### src/rtl/wsro_pkg.sv
// Package for the window raise block: payload structs, action codes, controller
// states, and the command/status structs between the controller and datapath.
// No dependencies.
package wsro_pkg;

  localparam int unsigned SlotBits = 4;
  localparam int unsigned NumSlots = 16;
  localparam int unsigned MaskBits = 16;
  localparam int unsigned MaxCap   = 15;

  typedef enum logic [1:0] {
    ActPop  = 2'd0,
    ActPush = 2'd1,
    ActDone = 2'd2
  } action_e;

  typedef struct packed {
    logic [7:0] window_id;
    logic [7:0] left_col;
    logic [7:0] top_row;
    logic [7:0] win_width;
    logic [7:0] win_height;
    logic       has_shadow;
  } req_t;

  typedef struct packed {
    logic [1:0]  action;
    logic [3:0]  slot;
    logic        status;
    logic [15:0] top_mask;
    logic [3:0]  top_index;
    logic        last;
  } rsp_t;

  typedef enum logic [3:0] {
    StIdle,
    StSearch,
    StMark,
    StSelect,
    StPop,
    StPush,
    StPushW,
    StShift,
    StPlace,
    StOvl,
    StDone
  } state_e;

  typedef struct packed {
    logic       load;       // capture request, start scan at top
    logic       step_down;  // search: move index down
    logic       mark_step;  // mark: test overlap, move index up
    logic       mark_init;  // set index to w+1 and list to w
    logic       pop_init;   // index to top
    logic       pop_step;   // index down
    logic       push_init;  // index to w+1
    logic       push_step;  // index up
    logic       push_w;     // slot output shows w
    logic       shift_init; // index to w
    logic       shift_step; // move i+1 into i, index up
    logic       place;      // write saved window at top
    logic       new_win;    // push new window at top+1
    logic       ovl_init;   // start overlap compute of top
    logic       ovl_step;
    logic       ovl_write;
  } cmd_t;

  typedef struct packed {
    logic       found;      // current index matches id
    logic       idx_zero;   // search index reached 0
    logic       is_top;     // index equals top
    logic       idx_lt_w;   // pop index below w
    logic       in_list;    // index is in list
    logic       list_only_w;
    logic       full;
    logic       ovl_end;    // overlap scan finished
  } sts_t;

endpackage

### src/rtl/wsro_dp.sv
// Datapath for the window raise block: stack registers, scan index, list mask,
// overlap unit. Depends on wsro_pkg.
module wsro_dp #(
  parameter int unsigned Cap       = 15,
  parameter int unsigned IdBits    = 8,
  parameter int unsigned CoordBits = 8
) (
  input  logic            clk_i,
  input  logic            rst_ni,
  input  wsro_pkg::req_t  req_i,
  input  wsro_pkg::cmd_t  cmd_i,
  output wsro_pkg::sts_t  sts_o,
  output logic [3:0]      idx_o,
  output logic [15:0]     top_mask_o,
  output logic [3:0]      top_o
);
  import wsro_pkg::*;

  typedef struct packed {
    logic [CoordBits-1:0] l;
    logic [CoordBits-1:0] t;
    logic [CoordBits-1:0] w;
    logic [CoordBits-1:0] h;
    logic                 s;
  } rect_t;

  logic [IdBits-1:0]   id_q   [NumSlots];
  rect_t               rect_q [NumSlots];
  logic [MaskBits-1:0] ovl_q  [NumSlots];
  logic [3:0]          top_q, idx_q, w_q;
  logic [MaskBits-1:0] list_q, acc_q;
  logic [IdBits-1:0]   rid_q;
  rect_t               rr_q;

  logic [IdBits-1:0] req_id;
  rect_t             req_rect;
  assign req_id   = IdBits'(req_i.window_id);
  assign req_rect = '{l: CoordBits'(req_i.left_col), t: CoordBits'(req_i.top_row),
                      w: CoordBits'(req_i.win_width), h: CoordBits'(req_i.win_height),
                      s: req_i.has_shadow};

  // edges as signed values, two spare bits
  localparam int unsigned EB = CoordBits + 2;
  function automatic logic signed [EB-1:0] redge(rect_t r);
    redge = $signed({2'b00, r.l}) + $signed({2'b00, r.w}) + (r.s ? EB'(1) : -EB'(1));
  endfunction
  function automatic logic signed [EB-1:0] bedge(rect_t r);
    bedge = $signed({2'b00, r.t}) + $signed({2'b00, r.h}) + (r.s ? EB'(0) : -EB'(1));
  endfunction

  rect_t a, b;
  logic  apart;
  assign a = rect_q[top_q];
  assign b = rect_q[idx_q];
  assign apart = ($signed({2'b00, a.l}) > redge(b)) || ($signed({2'b00, a.t}) > bedge(b)) ||
                 ($signed({2'b00, b.l}) > redge(a)) || ($signed({2'b00, b.t}) > bedge(a));

  logic [MaskBits-1:0] low;
  assign low = (MaskBits'(1) << w_q) - MaskBits'(1);

  logic found_w;
  assign found_w = (idx_q != '0) && (id_q[idx_q] == rid_q);

  always_ff @(posedge clk_i or negedge rst_ni) begin
    if (!rst_ni) begin
      top_q <= '0;
      ovl_q <= '{0: MaskBits'(1), default: '0};
    end else begin
      if (cmd_i.new_win) begin
        top_q <= top_q + 4'd1;
      end
      if (cmd_i.shift_step) begin
        ovl_q[idx_q] <= (ovl_q[idx_q + 4'd1] & low) | ((ovl_q[idx_q + 4'd1] >> 1) & ~low);
      end
      if (cmd_i.ovl_write) ovl_q[top_q] <= acc_q;
    end
  end

  always_ff @(posedge clk_i) begin
    if (cmd_i.load) begin
      rid_q <= req_id;
      rr_q  <= req_rect;
      idx_q <= top_q;
    end
    if (cmd_i.step_down) begin
      if (found_w) begin
        w_q    <= idx_q;
        rr_q   <= rect_q[idx_q];
      end else begin
        idx_q <= idx_q - 4'd1;
      end
    end
    // w is found at the current index in this same cycle
    if (cmd_i.mark_init) begin
      idx_q  <= idx_q + 4'd1;
      list_q <= MaskBits'(1) << idx_q;
    end
    if (cmd_i.mark_step) begin
      if ((list_q & ovl_q[idx_q]) != '0) list_q <= list_q | (MaskBits'(1) << idx_q);
      idx_q <= idx_q + 4'd1;
    end
    if (cmd_i.pop_init)  idx_q <= top_q;
    if (cmd_i.pop_step)  idx_q <= idx_q - 4'd1;
    if (cmd_i.push_init) idx_q <= w_q + 4'd1;
    if (cmd_i.push_step) idx_q <= idx_q + 4'd1;
    if (cmd_i.shift_init) idx_q <= w_q;
    if (cmd_i.shift_step) begin
      id_q[idx_q]   <= id_q[idx_q + 4'd1];
      rect_q[idx_q] <= rect_q[idx_q + 4'd1];
      idx_q <= idx_q + 4'd1;
    end
    if (cmd_i.place) begin
      id_q[top_q]   <= rid_q;
      rect_q[top_q] <= rr_q;
    end
    if (cmd_i.new_win) begin
      id_q[top_q + 4'd1]   <= rid_q;
      rect_q[top_q + 4'd1] <= rr_q;
    end
    if (cmd_i.ovl_init) begin
      idx_q <= 4'd1;
      acc_q <= MaskBits'(1);
    end
    if (cmd_i.ovl_step) begin
      if (!apart) acc_q <= acc_q | (MaskBits'(1) << idx_q);
      idx_q <= idx_q + 4'd1;
    end
  end

  assign sts_o.found       = found_w;
  assign sts_o.idx_zero    = (idx_q == '0);
  assign sts_o.is_top      = (idx_q == top_q);
  assign sts_o.idx_lt_w    = (idx_q < w_q);
  assign sts_o.in_list     = list_q[idx_q];
  assign sts_o.list_only_w = (list_q == (MaskBits'(1) << w_q));
  assign sts_o.full        = (top_q >= 4'(Cap));
  assign sts_o.ovl_end     = (idx_q >= top_q);

  assign idx_o      = cmd_i.push_w ? w_q : idx_q;
  assign top_mask_o = ovl_q[top_q];
  assign top_o      = top_q;

endmodule

### src/rtl/wsro_ctrl.sv
// Controller for the window raise block: sequences the datapath and drives the
// result channel. Depends on wsro_pkg.
module wsro_ctrl (
  input  logic           clk_i,
  input  logic           rst_ni,
  input  logic           in_valid_i,
  output logic           in_ready_o,
  output logic           out_valid_o,
  input  logic           out_ready_i,
  output wsro_pkg::rsp_t out_data_o,
  input  wsro_pkg::sts_t sts_i,
  input  logic [3:0]     idx_i,
  input  logic [15:0]    top_mask_i,
  input  logic [3:0]     top_i,
  output wsro_pkg::cmd_t cmd_o
);
  import wsro_pkg::*;

  state_e state_q, state_d;
  logic   ovl_last_q; // overlap pass started
  logic   lim_q;      // new window refused, stack full
  logic   vld_q;
  rsp_t   rsp_q;
  logic   emit;
  rsp_t   emit_rsp;
  logic   free;

  assign free = !vld_q || out_ready_i;

  always_comb begin
    state_d = state_q;
    unique case (state_q)
      StIdle:   if (in_valid_i) state_d = StSearch;
      StSearch: begin
        if (sts_i.idx_zero) begin
          state_d = sts_i.full ? StDone : StOvl;
        end else if (sts_i.found) begin
          state_d = sts_i.is_top ? StDone : StMark;
        end
      end
      StMark:   if (sts_i.is_top) state_d = StSelect;
      StSelect: state_d = sts_i.list_only_w ? StShift : StPop;
      StPop:    if (free && sts_i.idx_lt_w) state_d = StPush;
      StPush:   if (free && sts_i.is_top) state_d = StPushW;
      StPushW:  if (free) state_d = StShift;
      StShift:  if (sts_i.is_top) state_d = StPlace;
      StPlace:  state_d = StOvl;
      StOvl:    if (ovl_last_q && sts_i.ovl_end) state_d = StDone;
      StDone:   if (free) state_d = StIdle;
      default:  state_d = StIdle;
    endcase
  end

  always_comb begin
    cmd_o    = '0;
    emit     = 1'b0;
    emit_rsp = '0;
    unique case (state_q)
      StIdle:   cmd_o.load = in_valid_i;
      StSearch: begin
        if (!sts_i.idx_zero) cmd_o.step_down = 1'b1;
        if (!sts_i.idx_zero && sts_i.found && !sts_i.is_top) cmd_o.mark_init = 1'b1;
        if (sts_i.idx_zero && !sts_i.full) begin
          cmd_o.new_win  = 1'b1;
        end
      end
      StMark:   cmd_o.mark_step = 1'b1;
      StSelect: begin
        if (sts_i.list_only_w) cmd_o.shift_init = 1'b1;
        else cmd_o.pop_init = 1'b1;
      end
      StPop: begin
        if (free) begin
          if (sts_i.idx_lt_w) cmd_o.push_init = 1'b1;
          else begin
            cmd_o.pop_step = 1'b1;
            if (sts_i.in_list) begin
              emit = 1'b1;
              emit_rsp = '{action: ActPop, slot: idx_i, default: '0};
            end
          end
        end
      end
      StPush: begin
        if (free) begin
          if (!sts_i.is_top) cmd_o.push_step = 1'b1;
          if (sts_i.in_list) begin
            emit = 1'b1;
            emit_rsp = '{action: ActPush, slot: idx_i, default: '0};
          end
        end
      end
      StPushW: begin
        cmd_o.push_w = 1'b1;
        if (free) begin
          cmd_o.shift_init = 1'b1;
          emit = 1'b1;
          emit_rsp = '{action: ActPush, slot: idx_i, default: '0};
        end
      end
      StShift: begin
        if (sts_i.is_top) cmd_o.place = 1'b1;
        else cmd_o.shift_step = 1'b1;
      end
      StPlace:  cmd_o.ovl_init = 1'b1;
      StOvl: begin
        if (!ovl_last_q) cmd_o.ovl_init = 1'b1;
        else if (sts_i.ovl_end) cmd_o.ovl_write = 1'b1;
        else cmd_o.ovl_step = 1'b1;
      end
      StDone: begin
        if (free) begin
          emit = 1'b1;
          emit_rsp = '{action: ActDone, slot: '0, status: lim_q,
                       top_mask: top_mask_i, top_index: top_i, last: 1'b1};
        end
      end
      default: ;
    endcase
  end

  always_ff @(posedge clk_i or negedge rst_ni) begin
    if (!rst_ni) begin
      state_q    <= StIdle;
      vld_q      <= 1'b0;
      ovl_last_q <= 1'b0;
      lim_q      <= 1'b0;
    end else begin
      state_q <= state_d;
      if (emit) vld_q <= 1'b1;
      else if (out_ready_i) vld_q <= 1'b0;
      if (state_q == StIdle) ovl_last_q <= 1'b0;
      else if (state_q == StOvl || state_q == StPlace) ovl_last_q <= 1'b1;
      if (state_q == StIdle) lim_q <= 1'b0;
      else if (state_q == StSearch && sts_i.idx_zero && sts_i.full) lim_q <= 1'b1;
    end
  end

  always_ff @(posedge clk_i) begin
    if (emit) rsp_q <= emit_rsp;
  end

  assign in_ready_o  = (state_q == StIdle);
  assign out_valid_o = vld_q;
  assign out_data_o  = rsp_q;

endmodule

### src/rtl/window_stack_raise_overlap.sv
// Window raise block with a z-ordered overlap stack.
// One request at a time, set by the slot walks of the controller over the stack
// registers. Result items leave through one output register, at most one per cycle.
// Reset: asynchronous active low, stack empty (base layer only).
module window_stack_raise_overlap #(
  parameter int unsigned MAX_WINDOWS = 15,
  parameter int unsigned ID_BITS     = 8,
  parameter int unsigned COORD_BITS  = 8
) (
  input  logic           clk_i,
  input  logic           rst_ni,
  input  logic           in_valid_i,
  output logic           in_ready_o,
  input  wsro_pkg::req_t in_data_i,
  output logic           out_valid_o,
  input  logic           out_ready_i,
  output wsro_pkg::rsp_t out_data_o
);
  import wsro_pkg::*;

  localparam int unsigned Cap = (MAX_WINDOWS > MaxCap) ? MaxCap : MAX_WINDOWS;

  cmd_t        cmd;
  sts_t        sts;
  logic [3:0]  idx, top;
  logic [15:0] top_mask;

  wsro_dp #(.Cap(Cap), .IdBits(ID_BITS), .CoordBits(COORD_BITS)) u_dp (
    .clk_i, .rst_ni, .req_i(in_data_i), .cmd_i(cmd), .sts_o(sts),
    .idx_o(idx), .top_mask_o(top_mask), .top_o(top)
  );

  wsro_ctrl u_ctrl (
    .clk_i, .rst_ni, .in_valid_i, .in_ready_o, .out_valid_o, .out_ready_i,
    .out_data_o, .sts_i(sts), .idx_i(idx), .top_mask_i(top_mask), .top_i(top),
    .cmd_o(cmd)
  );

`ifndef SYNTHESIS
  a_done_last: assert property (@(posedge clk_i) disable iff (!rst_ni)
    out_valid_o |-> (out_data_o.last == (out_data_o.action == ActDone))) else $error("last");
  a_top_cap: assert property (@(posedge clk_i) disable iff (!rst_ni)
    top <= 4'(Cap)) else $error("top over capacity");
  a_no_accept_busy: assert property (@(posedge clk_i) disable iff (!rst_ni)
    (in_valid_i && in_ready_o) |=> !in_ready_o) else $error("accept while busy");
`endif

endmodule
### config.mk
export PLATFORM = sky130hd
export DESIGN_NAME = window_stack_raise_overlap
export DESIGN_NICKNAME = d
export VERILOG_FILES = /design/src/rtl/wsro_pkg.sv /design/src/rtl/wsro_dp.sv /design/src/rtl/wsro_ctrl.sv /design/src/rtl/window_stack_raise_overlap.sv
export SDC_FILE = /design/constraint.sdc
export NUM_CORES = 2
export LEC_CHECK = 0
export BUFFER_PORTS_ARGS = -buffer_cell sky130_fd_sc_hd__buf_4
export CAP_MARGIN = 20
export CORE_ASPECT_RATIO = 1.25
export CORE_MARGIN = 3
export CORE_UTILIZATION = 30
export DETAILED_ROUTE_END_ITERATION = 12
export PLACE_DENSITY = 0.52
export SLEW_MARGIN = 15
export SYNTH_ARGS = -nofsm -noshare
export SYNTH_HDL_FRONTEND = slang
export SYNTH_HIERARCHICAL = 1
export SYNTH_SLANG_ARGS = --single-unit
### constraint.sdc
create_clock -name clk_i -period 6.8 [get_ports clk_i]
set_input_delay 1.36 -clock clk_i [delete_from_list [all_inputs] [get_ports clk_i]]
set_output_delay 1.36 -clock clk_i [all_outputs]
set_load 0.01 [all_outputs]
==> summary.md <==
| Metric | Value |
|---|---|
| Inserted Clock Buffers | 119 |
| Worst endpoint data arrival time | roughly 7.0 ns |
| Final routed wire length divided by cell count | slightly above 30 um |
| Antenna violations before repair | 4 |
| Most frequent cells after synthesis | 793 x sky130_fd_sc_hd__mux4_2, 695 x sky130_fd_sc_hd__edfxtp_1, 692 x sky130_fd_sc_hd__mux2_2 |
| Hold-fix buffer count after cts | 0 |
| EDFF count, synth | between 600 and 700 |
| DRC Markers | 0 |
| Ratio of final minimum period to clock period | 0.926 |
| Number of synthesized register bits | 1031 |
| Area after DPL | about 0.074 mm^2 |
| Unrepaired setup endpoints after global routing | false |
| Count of routing violations after the opening detailed-route iteration | around 5600 |
| Total wire length after detailed routing | about 250 mm |
| Worst hold path type | reg2reg |
| Launching element type of the critical path | flop |
| Synth Net Count | around 5400 |
| Number of buffers inserted by post-CTS setup repair | 0 |
| Distinct cells, synth | 84 |
| Sequential element share of the synthesized area | 0.418 |
| Cell area after layout | 0.0781 mm^2 |
| Final-report max-slew violation count | 0 |
| H-tree Lvls | 3 |
| Maximum number of pins on one net before global-route repair | between 100 and 150 |
| Async set-reset flop share out of synthesis | 0.259 |
| Final Hold Viols | 0 |
| Input/output buffers | 74 |
| Vias in the first global route | between 40000 and 50000 |
| Number of buffers on the longest clock path | 3 |
| Number of vias per cell | between 5 and 6 |
| Post-synthesis cell count | 5198 |
| Syn avg cell area | 13.3 um^2 |
| Number of sinks on the clock net | 1031 |
| Slew Limit Headroom | 0.215 |
| Power per standard cell area | 613 mW/mm^2 |
| Layout Nets | roughly 5200 |
| Transition time at the pin with the least slew margin | roughly 1.2 ns |
| Routability-driven placement congestion ratio | around 0.9 |
| Global-route congestion overflow total | 0 |
| Clock network latency to the later pin of the worst-skew pair | 0.79 ns |
| Crit-path max FO | 33 |
| Layout Area Growth over Synthesis | 12.8% |
| Count of max-cap constraint violations | 0 |
| Clock tree root driver cell | sky130_fd_sc_hd__clkbuf_16 |
| Die height | 543 um |
| Crit path kind | reg2reg |
| Pleak | ~26 nW |
| Width of the die | approximately 440 um |
| Synth Area in Adders | 0.0247 |
| Dominant combinational cell family by area after synthesis | multiplexers |
| Achievable Freq | 159 MHz |
| Yosys top cell by area | sky130_fd_sc_hd__edfxtp_1 |
| Worst-path clk slew | roughly 0.06 ns |
| TritonCTS clock tree | yes |
| Initial Utilization | 0.303 |
| Count of vias placed by the detailed router | about 49000 |
| Die footprint | 0.237 mm^2 |
| Worst clock skew | approximately 0.07 ns |
| Kind of end point of the critical path | flop |
| Global-route wire length before repair | 361 mm |
| Setup violators final | 0 |
| Resized Gates After CTS | 0 |
| Number of nets with antenna violations after routing | 0 |
| Crit path required time | ~7.5 ns |
| XOR/XNOR share of the synthesized area | 0.0101 |
| Status | finished, final reports clean |
| Setup TNS after final layout | 0 ns |
| Dominant register cell in the synthesized netlist | sky130_fd_sc_hd__edfxtp_1 |
| Global router's overall resource usage | 0.208 |
| Post-synthesis simple-gate area fraction | 0.0556 |
| Mux cell area share after synthesis | 0.384 |
| Area fraction of the dominant cell type after synthesis | 0.301 |
| IR drop worst, VDD | 620 uV |
| Post-synth design cell area | approximately 0.069 mm^2 |
| Placeable Area | 0.229 mm^2 |
| Final worst path period need | 6.30 ns |
| Compound-cell area share of the yosys netlist | 0.0704 |
| Yosys warns | 6 |
| IO Pins | 75 |
| Detailed placer's ending HPWL | roughly 150 mm |
| Most instantiated library cell after synthesis | sky130_fd_sc_hd__mux4_2 |
| Cell types with the largest area share after synthesis | sky130_fd_sc_hd__edfxtp_1 30%, sky130_fd_sc_hd__mux4_2 26%, sky130_fd_sc_hd__mux2_2 11% |
| Total number of placement rows | 196 |
| Pre-Repair DR Iteration Count | 7 |
| Fraction of layout instances using a drive strength above 1 | 0.401 |
[area by class of cell]
class | instances | area [um^2]
sequential | 1031 | 29000
timing repair buffer | 264 | 2680
antenna | 3 | 7.51
tap | 3069 | 3840
clock inverter | 65 | 830
clock buffer | 159 | 3230
inverter | 79 | 302
fill | 22000 | 151000
multi-input combinational | 3538 | 38300
[worst paths after layout]
path	slack [ns]	from	endpoint	depth (start not counted)
min	0.51	u_ctrl/lim_q$_DFFE_PN0P_	u_ctrl/lim_q$_DFFE_PN0P_	2
max reg2reg	0.50	u_dp/top_o[1]$_DFFE_PN0P_	u_dp/acc_q[0]$_DFF_P_	21
min reg2reg	0.51	u_ctrl/lim_q$_DFFE_PN0P_	u_ctrl/lim_q$_DFFE_PN0P_	2
max in group asynchronous	4.86	rst_ni	u_dp/top_o[0]$_DFFE_PN0P_	2
max	0.50	u_dp/top_o[1]$_DFFE_PN0P_	u_dp/acc_q[0]$_DFF_P_	21
min in group asynchronous	0.61	rst_ni	u_dp/ovl_q[112]$_DFF_PN0_	1
[flip-flops by register name, summed over array words and instances, names as in the netlist, 4 cells and up]
name,count
u_ctrl/state_q,4
u_dp/w_q,4
u_dp/rect_q,528
u_dp/top_o,4
u_dp/id_q,128
u_dp/ovl_q,256
u_dp/list_q,16
u_ctrl/out_data_o,27
u_dp/rid_q,8
u_dp/rr_q,33
u_dp/idx_q,4
u_dp/acc_q,16
[stage by stage]
| step | util | std cells | power [mW] | hold slack, ns | setup slack (ns) |
|---|---|---|---|---|---|
| 2_1_floorplan | - | 5198 | 33.4 | 0.454 | 0.349 |
| 3_3_place_gp | 0.323 | 7974 | 40.7 | 0.491 | 0.587 |
| 3_5_place_dp | 0.323 | 7975 | 41.0 | 0.507 | 0.531 |
| 4_1_cts | 0.341 | 8199 | 48.0 | 0.521 | 0.489 |
| 5_1_grt | 0.342 | 8206 | 51.0 | 0.567 | 0.105 |
| 6_report | 0.342 | 8208 | 47.9 | 0.514 | 0.501 |
[cells in the final DEF, fill, tap and decap left out, drive strengths merged, types with 9 or more instances in the layout]
cell	netlist	routed
a211oi	15	15
a21o	22	22
a21oi	235	235
a221oi	9	9
a31oi	31	31
and2	34	34
and3	11	11
buf	205	264
bufinv	0	15
clkbuf	345	159
clkinv	1	42
dfrtp	266	266
dfxtp	69	69
edfxtp	695	695
ha	124	124
inv	78	83
mux2	693	693
mux2i	94	94
mux4	793	793
nand2	461	461
nand2b	23	23
nand3	21	21
nand4	16	16
nor2	237	237
nor2b	18	18
nor3	34	34
nor3b	9	9
o21a	11	11
o21ai	431	431
o21bai	9	9
o22ai	22	22
o2bb2ai	18	18
or2	11	11
xnor2	47	47
xor2	33	33
[worst max-delay path, cell delays in order (launching register included)]
cell	delay, ns
sky130_fd_sc_hd__dfrtp_4	0.93
sky130_fd_sc_hd__buf_12	0.31
sky130_fd_sc_hd__mux4_2	0.52
sky130_fd_sc_hd__mux4_2	0.49
sky130_fd_sc_hd__ha_1	0.22
sky130_fd_sc_hd__inv_1	0.09
sky130_fd_sc_hd__fa_1	0.20
sky130_fd_sc_hd__inv_1	0.05
sky130_fd_sc_hd__a21oi_1	0.10
sky130_fd_sc_hd__o21ai_0	0.14
sky130_fd_sc_hd__a21oi_1	0.19
sky130_fd_sc_hd__o21bai_1	0.10
sky130_fd_sc_hd__xor2_1	0.15
sky130_fd_sc_hd__ha_1	0.24
sky130_fd_sc_hd__o41ai_1	0.59
sky130_fd_sc_hd__xor2_1	0.13
sky130_fd_sc_hd__ha_1	0.35
sky130_fd_sc_hd__a21o_1	0.17
sky130_fd_sc_hd__o221ai_1	0.29
sky130_fd_sc_hd__o311a_1	0.32
sky130_fd_sc_hd__a31o_2	0.37
sky130_fd_sc_hd__o211ai_1	0.13
[logic make-up (layout without fill, tap and decap cells)]
| kind of cell | after synthesis | count (layout) |
|---|---|---|
| AO/OA/AOI/OAI | 851 | 851 |
| AND/OR/NAND/NOR | 895 | 895 |
| flip-flops | 1031 | 1031 |
| buffers and inverters | 629 | 567 |
| other | 0 | 3 |
| multiplexers | 1580 | 1580 |
| adder cells (fa/ha/maj) | 132 | 132 |
| XOR/XNOR | 80 | 80 |
[power breakdown]
part	internal [mW]	switching [mW]	leakage, nW
clock	3.92	2.88	1.97
combinational	14.9	15.4	13.7
sequential	9.33	1.42	10.5
[per-layer routing]
metal	vias up	track usage	wire length (um)
met5	-	0	10
met4	2	0.0815	10200
met3	497	0.0346	18900
met2	2490	0.354	125000
met1	25600	0.265	98200
li1	20100	-	-
Note: power is estimated with default switching activity, not from simulation.
